==> src/hw/rtl/jls_pkg.sv <==
// Shared types and constants for the Jacobi linear solver.
// Used by jls_ctrl, jls_dp and jacobi_linear_solver; no dependencies.
package jls_pkg;

  localparam int DefNumUnknowns = 8;
  localparam int FracBits       = 16;
  // Wide enough for b_i minus fifteen truncated products.
  localparam int AccW           = 56;
  localparam int DivW           = AccW + FracBits;
  localparam int DivCntW        = $clog2(DivW);
  localparam int CfgIdxW        = 4;

  localparam logic [7:0]        IterReset  = 8'd10;
  localparam logic signed [31:0] GuessReset = 32'sd65536;

  localparam logic [CfgIdxW-1:0] CfgIterIdx  = 4'd0;
  localparam logic [CfgIdxW-1:0] CfgGuessIdx = 4'd1;

  typedef enum logic [1:0] {
    REQ_COEF  = 2'd0,
    REQ_RHS   = 2'd1,
    REQ_SOLVE = 2'd2,
    REQ_NONE  = 2'd3
  } req_type_e;

  typedef struct packed {
    logic ld_coef;
    logic ld_rhs;
    logic init;
    logic load_b;
    logic rd;
    logic mul;
    logic acc;
    logic diag;
    logic div_start;
    logic div_step;
    logic div_end;
    logic copy;
    logic out;
    logic out_last;
  } jls_cmd_t;

endpackage

==> src/hw/rtl/jls_ctrl.sv <==
// Sequencer of the Jacobi solver: request decode, sweep/row/column/divide counters.
// Depends on jls_pkg; drives jls_dp through a jls_cmd_t command struct.
module jls_ctrl #(
  parameter int NumUnknowns = jls_pkg::DefNumUnknowns,
  parameter int IdxW        = $clog2(NumUnknowns)
) (
  input  logic                         clk_i,
  input  logic                         rst_ni,
  input  logic                         start_i,
  input  logic [1:0]                   req_type_i,
  input  logic [2:0]                   row_i,
  input  logic [2:0]                   col_i,
  input  logic                         cfg_we_i,
  input  logic [jls_pkg::CfgIdxW-1:0]  cfg_idx_i,
  input  logic [7:0]                   cfg_iter_i,
  output logic                         busy_o,
  output jls_pkg::jls_cmd_t            cmd_o,
  output logic [IdxW-1:0]              i_idx_o,
  output logic [IdxW-1:0]              j_idx_o
);

  typedef enum logic [10:0] {
    ST_IDLE = 11'b000_0000_0001,
    ST_INIT = 11'b000_0000_0010,
    ST_ROW  = 11'b000_0000_0100,
    ST_RD   = 11'b000_0000_1000,
    ST_MUL  = 11'b000_0001_0000,
    ST_ACC  = 11'b000_0010_0000,
    ST_DIVS = 11'b000_0100_0000,
    ST_DIV  = 11'b000_1000_0000,
    ST_DIVE = 11'b001_0000_0000,
    ST_COPY = 11'b010_0000_0000,
    ST_OUT  = 11'b100_0000_0000
  } state_e;

  localparam logic [IdxW-1:0] LastIdx = IdxW'(NumUnknowns - 1);
  localparam logic [jls_pkg::DivCntW-1:0] LastStep = jls_pkg::DivCntW'(jls_pkg::DivW - 1);

  state_e                      state_q, state_d;
  logic [IdxW-1:0]             i_q, i_d, j_q, j_d;
  logic [7:0]                  sweep_q, sweep_d;
  logic [7:0]                  iter_q;
  logic [jls_pkg::DivCntW-1:0] step_q, step_d;
  logic                        accept, in_range;

  assign busy_o   = (state_q != ST_IDLE);
  assign accept   = start_i && !busy_o;
  assign in_range = (int'(row_i) < NumUnknowns) && (int'(col_i) < NumUnknowns);
  assign i_idx_o  = i_q;
  assign j_idx_o  = j_q;

  always_ff @(posedge clk_i or negedge rst_ni) begin
    if (!rst_ni) begin
      iter_q <= jls_pkg::IterReset;
    end else if (cfg_we_i && cfg_idx_i == jls_pkg::CfgIterIdx) begin
      iter_q <= cfg_iter_i;
    end
  end

  always_comb begin
    state_d = state_q;
    i_d     = i_q;
    j_d     = j_q;
    sweep_d = sweep_q;
    step_d  = step_q;
    cmd_o   = '0;
    cmd_o.ld_coef = accept && req_type_i == jls_pkg::REQ_COEF && in_range;
    cmd_o.ld_rhs  = accept && req_type_i == jls_pkg::REQ_RHS && (int'(row_i) < NumUnknowns);
    case (state_q)
      ST_IDLE: begin
        if (accept && req_type_i == jls_pkg::REQ_SOLVE) state_d = ST_INIT;
      end
      ST_INIT: begin
        cmd_o.init = 1'b1;
        sweep_d    = '0;
        i_d        = '0;
        j_d        = '0;
        state_d    = (iter_q == 8'd0) ? ST_OUT : ST_ROW;
      end
      ST_ROW: begin
        cmd_o.load_b = 1'b1;
        j_d          = '0;
        state_d      = ST_RD;
      end
      ST_RD: begin
        cmd_o.rd = 1'b1;
        state_d  = ST_MUL;
      end
      ST_MUL: begin
        cmd_o.mul = 1'b1;
        state_d   = ST_ACC;
      end
      ST_ACC: begin
        cmd_o.acc  = 1'b1;
        cmd_o.diag = (i_q == j_q);
        if (j_q == LastIdx) begin
          state_d = ST_DIVS;
        end else begin
          j_d     = j_q + 1'b1;
          state_d = ST_RD;
        end
      end
      ST_DIVS: begin
        cmd_o.div_start = 1'b1;
        step_d          = '0;
        state_d         = ST_DIV;
      end
      ST_DIV: begin
        cmd_o.div_step = 1'b1;
        step_d         = step_q + 1'b1;
        if (step_q == LastStep) state_d = ST_DIVE;
      end
      ST_DIVE: begin
        cmd_o.div_end = 1'b1;
        if (i_q == LastIdx) begin
          state_d = ST_COPY;
        end else begin
          i_d     = i_q + 1'b1;
          state_d = ST_ROW;
        end
      end
      ST_COPY: begin
        cmd_o.copy = 1'b1;
        sweep_d    = sweep_q + 8'd1;
        i_d        = '0;
        j_d        = '0;
        state_d    = (sweep_q + 8'd1 == iter_q) ? ST_OUT : ST_ROW;
      end
      ST_OUT: begin
        cmd_o.out      = 1'b1;
        cmd_o.out_last = (j_q == LastIdx);
        if (j_q == LastIdx) begin
          state_d = ST_IDLE;
        end else begin
          j_d = j_q + 1'b1;
        end
      end
      default: state_d = ST_IDLE;
    endcase
  end

  always_ff @(posedge clk_i or negedge rst_ni) begin
    if (!rst_ni) begin
      state_q <= ST_IDLE;
      i_q     <= '0;
      j_q     <= '0;
      sweep_q <= '0;
      step_q  <= '0;
    end else begin
      state_q <= state_d;
      i_q     <= i_d;
      j_q     <= j_d;
      sweep_q <= sweep_d;
      step_q  <= step_d;
    end
  end

endmodule

==> config.mk <==
export PLATFORM = sky130hd
export DESIGN_NAME = jls_ctrl
export DESIGN_NICKNAME = d
export VERILOG_FILES = /design/src/hw/rtl/jls_pkg.sv /design/src/hw/rtl/jls_ctrl.sv
export SDC_FILE = /design/constraint.sdc
export NUM_CORES = 1
export LEC_CHECK = 0
export BUFFER_PORTS_ARGS = -buffer_cell sky130_fd_sc_hd__buf_2
export CORE_UTILIZATION = 55
export DETAILED_ROUTE_END_ITERATION = 8
export HOLD_SLACK_MARGIN = 0.12
export PLACE_DENSITY = 0.79
export RECOVER_POWER = 50
export SLEW_MARGIN = 15
export SYNTH_ARGS = -nofsm -noshare
export SYNTH_HDL_FRONTEND = slang
export SYNTH_SLANG_ARGS = --single-unit
==> constraint.sdc <==
create_clock -name clk_i -period 2.3 [get_ports clk_i]
set_input_delay 0.23 -clock clk_i [delete_from_list [all_inputs] [get_ports clk_i]]
set_output_delay 0.23 -clock clk_i [all_outputs]
set_load 0.02 [all_outputs]
Yosys cells after proc, flatten, opt, wreduce, memory -nomap -nowiden. Index checks and enable logic that the tools add are counted.

Register bits: 40. Input port bits: 24. Output and inout port bits: 21. Word-level logic and storage cells: 77.

Add/sub/neg operators: 4. Equal/unequal tests: 24. Multiplexer cells: 24. Reductions and logical operators: 19.

Operators by type and width (number): 11-bit case mux with 11 select lines (1); 11-bit 2-to-1 mux (5); 8-bit case mux with 2 select lines (1); 7-bit case mux with 2 select lines (1); 3-bit case mux with 2 select lines (2); 11-bit by 1-bit == test with 1-bit output, second input constant (1); 11-bit by 10-bit == test with 1-bit output, second input constant (1); 11-bit == test, second input constant (1); 11-bit by 2-bit == test with 1-bit output, second input constant (1); 11-bit by 3-bit == test with 1-bit output, second input constant (1); 11-bit by 4-bit == test with 1-bit output, second input constant (1); 11-bit by 5-bit == test with 1-bit output, second input constant (1); 11-bit by 6-bit == test with 1-bit output, second input constant (1); 11-bit by 7-bit == test with 1-bit output, second input constant (1); 11-bit by 8-bit == test with 1-bit output, second input constant (1); 11-bit by 9-bit == test with 1-bit output, second input constant (1); 11-bit by 1-bit != test with 1-bit output, second input constant (1); 10-bit 2-to-1 mux (1); 2-bit != test, second input constant (5); 8-bit by 1-bit adder with 8-bit output, second input constant (1); 8-bit == test (1); 8-bit zero test (1); 1-bit 2-to-1 mux (8); 2-bit nonzero test (4); 18 further kinds (28).

Logic depth before layout (Yosys ltp). Gate-level depths: netlist of the first run.

Depth after elaboration: 6. Gate-level depth with buffers: 8. Depth with buffers taken out: 7.

Worst setup path before layout of the first run. OpenSTA, ideal clock, no wires.

Path type: reg-to-reg. From: register state_q[4]. To: register j_q[0] (netlist: j_idx_o[0]). Library setup time: 0.136 ns. Data arrival time: 2.192 ns. Required time: 2.164 ns. Path slack: -0.028 ns. Stages on the path, launching flop included: 7. Buffers on the path: 1. Clock period less this slack: 2.328 ns. Cells stage by stage: dfrtp_1 buf_6 or4_4 nor4_1 a21oi_1 nand3_1 o21ai_0.

Word-level cells in the longest chain between the ends: 4. Elaborated cells between the ends (all ways): 11. Those cells by class: eq/ne: 6; mux: 1; reduce/logical: 4.

Ends and longest elaborated chain: start: declaration (RTL line jls_ctrl.sv:39) `state_e state_q, state_d;`; start signal: assignment (RTL line jls_ctrl.sv:150) `state_q <= state_d;`; 11-bit == test (tied with other cells) (RTL line jls_ctrl.sv:69) `case (state_q)`; 2-bit OR reduction (no line) / 3-bit OR reduction (equally long branches); 2-bit != test (no line) / 2-bit nonzero test (equally long branches); 2-bit AND reduction (no line); end signal: assignment (RTL line jls_ctrl.sv:152) `j_q <= j_d;`; end: declaration (RTL line jls_ctrl.sv:40) `logic [IdxW-1:0] i_q, i_d, j_q, j_d;`.

Parallel ways exist; a longest one is shown, timed or not. A chain may end at the register's enable or synchronous reset.

==> flow_summary.json, run 1 <==
{
  "maxSlewHeadroom": 0.3600,
  "synth_mux_area_frac": 0.06779,
  "fin_crit_sh": 0.9640,
  "ir_drop_mv": 0.4514,
  "path_clk_slew_ns": 0.08,
  "hold_class": "primary input to register",
  "core_area_mm2": 0.004086,
  "synth_top_cell_area_share": 0.3889,
  "layout_commonest_cell": "dfrtp_1",
  "cp.arrival_ns": 1.99,
  "slowest_delay_ns": 0.59,
  "routed_wl_mm": 4.787,
  "synth_area_mm2": 0.002381,
  "vias": 1962,
  "rsz0062_at_grt": "true",
  "synthSimpleGateAreaFrac": 0.2570,
  "status": "finished, final reports clean",
  "ys_warn_count": 0,
  "design_area_mm2": 0.002774,
  "core.rowCount": 23,
  "setup_viol": 0,
  "clock_latency_ns": 0.29,
  "synth_flop_cell": "dfrtp_1",
  "p_per_area_mw_per_mm2": 633.6,
  "path_buf_inv": 1,
  "crit_chain": "or4_4, nor2_2, and4b_1, buf_2",
  "grt_start_max_net_pins": 41,
  "report.final.slew_viol_count": 0,
  "final_nets": 318,
  "leakage_nw": 1.315,
  "syn-num-nets": 276,
  "r2r_slack_ns": 0.29,
  "critPathCaptureType": "output pin",
  "firstDrtPassIters": 4,
  "cts_buffers": 5,
  "grt_pass1_vias": 1824,
  "ys_types": 51,
  "synth-edff-count": 0,
  "area_growth_pct": 16.50,
  "synthAdderAreaFrac": 0.03153,
  "synthCells": 246,
  "drive_above_1_share": 0.2664,
  "dpl.hpwl_mm": 3.635,
  "crit_path_start_kind": "register",
  "globalRouteOverflowTotal": 0,
  "final_cell_mix": "dfrtp_1 (35), buf_2 (30), o21ai_0 (20)",
  "cts_buffer_depth": 2,
  "die-area_mm2": 0.004596,
  "synth_area_leaders": "dfrtp_1 (39%), mux2_2 (4.3%), o21ai_0 (4.2%), dfstp_2 (3.3%), xnor2_1 (3.3%)",
  "htreeDepth": 2,
  "clock_sinks": 40,
  "cap_violations": 0,
  "grt_usage": 0.2404,
  "io_buffers": 38,
  "drc_errors": 0,
  "die_h_um": 67.80,
  "ys_async_sr_fraction": 1.000,
  "grt_antenna_before_repair": 0,
  "ys_ff_latch": 40,
  "period_needed_ns": 2.217,
  "routed_via_density": 5.788,
  "hold_viol": 0,
  "start_util": 0.5827,
  "yosysSeqAreaShare": 0.4220,
  "synth_compound_area_frac": 0.1230,
  "cts_tree": "done",
  "crit_family": "simple AND/OR/NAND/NOR gates",
  "critPathSlowestCell": "or4_4",
  "yosys.area.top_type": "dfrtp_1",
  "synth_top_family_by_area": "simple AND/OR/NAND/NOR gates",
  "ant_nets": 0,
  "die_w_um": 67.80,
  "io_pins": 45,
  "path_max_fanout": 9,
  "n_antenna_cell": 0,
  "fin_hold_ws_ns": 0.1663,
  "final_util": 0.6788,
  "fin_skew_ns": 0.007995,
  "synth_xor_area_frac": 0.06253,
  "max_freq_mhz": 451.0,
  "place_congestion": 0.8373,
  "clock-root-buffer": "clkbuf_8",
  "syn_area_per_cell_um2": 9.679,
  "cp_data_required_time_ns": 2.07,
  "placed_cell_area_mm2": 0.002633,
  "crit_type": "register to output pin",
  "nFillCells": 328,
  "grt_pass1_wl_mm": 8.148,
  "wl_per_cell_um": 14.12,
  "drtIter0Drc": 128,
  "worst_pin_slew_ns": 0.9600
}
==> logic make-up after synthesis <==
kind of cell    after synthesis
compound gates               45
buf+inv                      20
xor+xnor                     17
simple gates                104
mux                          14
flops                        40
fa+ha+maj                     6
==> worst paths after layout <==
kind,from,endpoint,cells past startpoint
setup / recovery,state_q[4],cmd_o[11],4
max in group asynchronous,rst_ni,state_q[5],2
setup reg to reg,state_q[2],step_q[5],7
hold reg to reg,step_q[6],step_q[6],1
min in group asynchronous,rst_ni,state_q[3],2
hold / removal,cfg_iter_i[7],iter_q[7],2
==> worst register-to-register path, stage by stage (launching register included) <==
cell      delay [ns]
dfrtp_1         0.51
nor4_1          0.33
and2_1          0.26
nand2_1         0.13
inv_2           0.17
nand4_1         0.17
o211ai_1        0.21
o31ai_1         0.09
==> power breakdown <==
part,switching (mW),internal [mW]
Sequential,0.0611,0.763
Clock,0.254,0.321
Combinational,0.179,0.179
==> what timing repair did <==
item                       4_1_cts  5_1_grt
hold endpoints to repair        37        0
resized for setup                1        6
setup buffers                    0        1
hold buffers                     1        0
setup endpoints to repair        1        5
==> per-stage QoR <==
| step | instances | TNS, ns | setup slack, ns | power (mW) |
|---|---|---|---|---|
| after floorplan | 246 | 0 | 0.03546 | 1.080 |
| after global placement | 329 | 0 | 0.3248 | 1.170 |
| after detailed placement | 329 | 0 | 0.2786 | 1.182 |
| after CTS | 338 | 0 | 0.01591 | 1.764 |
| after global routing | 339 | -0.04016 | -0.02290 | 1.852 |
| final | 339 | 0 | 0.08276 | 1.757 |
==> synthesized netlist by cell type, drive strengths merged (6+ instances only) <==
library cell,n
ha,6
nor4b,7
xor2,8
nand2,18
nor3,9
nor4,9
nor2,12
nand4,6
mux2,11
nor2b,6
inv,9
dfrtp,37
nand3,11
o21ai,20
clkbuf,7
xnor2,9
==> layout make-up <==
class | instances | area (um^2) | share of cell area
timing repair buffer | 46 | 247.7 | 0.08931
inverter | 9 | 33.78 | 0.01218
sequential | 40 | 1007 | 0.3631
clock buffer | 5 | 68.82 | 0.02481
multi-input combinational | 186 | 1311 | 0.4727
tap | 50 | 62.56 | 0.02255
clock inverter | 3 | 42.54 | 0.01534
==> flip-flops by register name (all words and copies together) (netlist names) <==
name,count
j_idx_o,3
step_q,7
iter_q,8
i_idx_o,3
sweep_q,8
state_q,11
==> layer usage <==
layer,part of all wire,global-route usage
met2,0.48,0.3911
met4,0.0056,0.09375
met1,0.48,0.3198
met5,0,0
met3,0.038,0.03716
(Power assumes the default switching activity.)
==> run 2: changes to the inputs <==
--- a/config.mk
+++ b/config.mk
@@ -5,11 +5,11 @@
 export SDC_FILE = /design/constraint.sdc
 export NUM_CORES = 1
 export LEC_CHECK = 0
-export BUFFER_PORTS_ARGS = -buffer_cell sky130_fd_sc_hd__buf_2
-export CORE_UTILIZATION = 55
+export CORE_UTILIZATION = 60
 export DETAILED_ROUTE_END_ITERATION = 8
+export DONT_BUFFER_PORTS = 1
 export HOLD_SLACK_MARGIN = 0.12
-export PLACE_DENSITY = 0.79
+export PLACE_DENSITY = 0.76
 export RECOVER_POWER = 50
 export SLEW_MARGIN = 15
 export SYNTH_ARGS = -nofsm -noshare
==> run 2 against run 1 <==
  * Via count is 2.9% lower
  * First-iteration DRC count fell by 1.6%
  * Maximum frequency is 0.59% higher
  * Combinational power is 5% lower
  * Global-route usage up 1.5 points
  * Clock skew hardly changed
  * Non-clock buffer count fell by 22
  * Worst setup slack improved by 0.013 ns
==> flow_summary.json, run 2 (synthesis results as in run 1) <==
{
  "ir_drop_mv": 0.4980,
  "p_int_mw": 1.180,
  "slowest_delay_ns": 0.61,
  "die-area_mm2": 0.004224,
  "crit_chain": "or4_4, nor2_2, and4b_1",
  "maxSlewHeadroom": 0.3453,
  "io_pins": 45,
  "setup-tns-final_ns": 0,
  "final_nets": 296,
  "p_per_area_mw_per_mm2": 616.9,
  "critPathSlowestCell": "or4_4",
  "power_frac_seq": 0.501,
  "worst_pin_slew_ns": 0.9820,
  "final_cell_mix": "dfrtp_1 (37), o21ai_0 (20), nand2_1 (17)",
  "multiInputGateArea_mm2": 0.001305,
  "max_freq_mhz": 453.7,
  "cts_buffer_depth": 2,
  "io_buffers": 0,
  "grt_pass1_wl_mm": 8.128,
  "drive_above_1_share": 0.1798,
  "cap_violations": 0,
  "routed_wl_mm": 4.836,
  "pre_cts_ws_ns": 0.2106,
  "setup_viol": 0,
  "clock-root-buffer": "clkbuf_8",
  "cts_buffers": 5,
  "drc_errors": 0,
  "p_comb_frac": 0.205,
  "swShare": 0.2916,
  "die_w_um": 65.00,
  "status": "finished, final reports clean",
  "core.rowCount": 22,
  "report.final.slew_viol_count": 0,
  "p_clk_frac": 0.294,
  "crit_family": "simple AND/OR/NAND/NOR gates",
  "rsz0062_at_grt": "false",
  "layout_commonest_cell": "dfrtp_1",
  "core_area_mm2": 0.003744,
  "grt_pass1_vias": 1767,
  "crit_type": "register to output pin",
  "hold_viol": 0,
  "drtIter0Drc": 126,
  "area_growth_pct": 13.35,
  "switching_power_mw": 0.4855,
  "hold_class": "primary input to register",
  "fin_skew_ns": 0.008379,
  "firstDrtPassIters": 4,
  "grt_usage": 0.2553,
  "n_antenna_cell": 0,
  "leakage_nw": 1.236,
  "grt_antenna_before_repair": 0,
  "cp_data_required_time_ns": 2.07,
  "largest_reg_flops": 11,
  "ant_nets": 0,
  "period_needed_ns": 2.204,
  "vias": 1905,
  "fin_ws_ns": 0.09572,
  "grt_start_max_net_pins": 41,
  "dpl.hpwl_mm": 3.390,
  "critPathCaptureType": "output pin",
  "start_util": 0.6360,
  "path_clk_slew_ns": 0.08,
  "cp.arrival_ns": 1.97,
  "die_h_um": 65.00,
  "globalRouteOverflowTotal": 0,
  "wl_per_cell_um": 15.35,
  "crit_path_start_kind": "register",
  "finalPower_mw": 1.665,
  "fin_crit_sh": 0.9584,
  "path_max_fanout": 9,
  "regArea_mm2": 0.001005,
  "path_buf_inv": 0,
  "regMostFlops": "state_q",
  "clock_sinks": 40,
  "clock_latency_ns": 0.29,
  "routed_via_density": 6.048,
  "top_regs": "state_q (11), iter_q (8), sweep_q (8)",
  "place_congestion": 0.8197,
  "nFillCells": 301,
  "cts_tree": "done",
  "htreeDepth": 2
}
[run 2: cell types whose count changed in the layout (fill, tap and decap cells not counted), moves of 2 or more]
cell	delta
buf_2	-30
dlygate4sd3_1	+9
clkbuf_1	-6
buf_4	+5
dfrtp_1	+2
dfrtp_2	-2
[run 2: metrics by stage]
step,std cells,hold WS [ns],area [um^2],utilization
floorplan,246,-0.06559,2387,-
global placement,296,-0.06470,2492,0.6658
detailed placement,296,-0.06469,2492,0.6658
CTS,315,0.1859,2705,0.7226
global route,315,0.1917,2699,0.7209
finish,315,0.1875,2699,0.7209
[run 2: worst paths after layout]
check	end	slack, ns	cells after the start	start
setup / recovery	cmd_o[11]	0.1	3	state_q[4]
hold / removal	state_q[1]	0.19	2	req_type_i[0]
setup reg to reg	step_q[5]	0.26	7	state_q[2]
hold reg to reg	step_q[6]	0.48	1	step_q[6]
max in group asynchronous	iter_q[5]	1.06	2	rst_ni
min in group asynchronous	state_q[5]	0.63	2	rst_ni
[run 2: layer usage]
layer	vias up	track usage	share of wire
li1	941	-	-
met1	917	0.3341	0.46
met2	41	0.4141	0.48
met3	6	0.05986	0.041
met4	0	0.08333	0.012
met5	-	0	0
[run 2: cell type report]
class,instances,share of cell area
multi-input combinational,186,0.4835
sequential,40,0.3723
clock inverter,2,0.003709
timing repair buffer,24,0.07510
tap,48,0.02225
inverter,9,0.01252
clock buffer,6,0.03060
[run 2: power groups by stage]
stage | clock network (mW) | logic [mW] | registers [mW]
finish | 0.490 | 0.341 | 0.834
global route | 0.516 | 0.381 | 0.842
CTS | 0.494 | 0.342 | 0.831
detailed placement | 0 | 0.309 | 0.845
global placement | 0 | 0.300 | 0.843
floorplan | 0 | 0.269 | 0.811
[run 2: repair_timing]
| action | 4_1_cts | 5_1_grt |
|---|---|---|
| gates resized for setup | 0 | 2 |
| setup buffers | 0 | 0 |
| endpoints found under the hold margin | 49 | 0 |
| hold buffers | 11 | 0 |
| setup endpoints to repair | 0 | 6 |
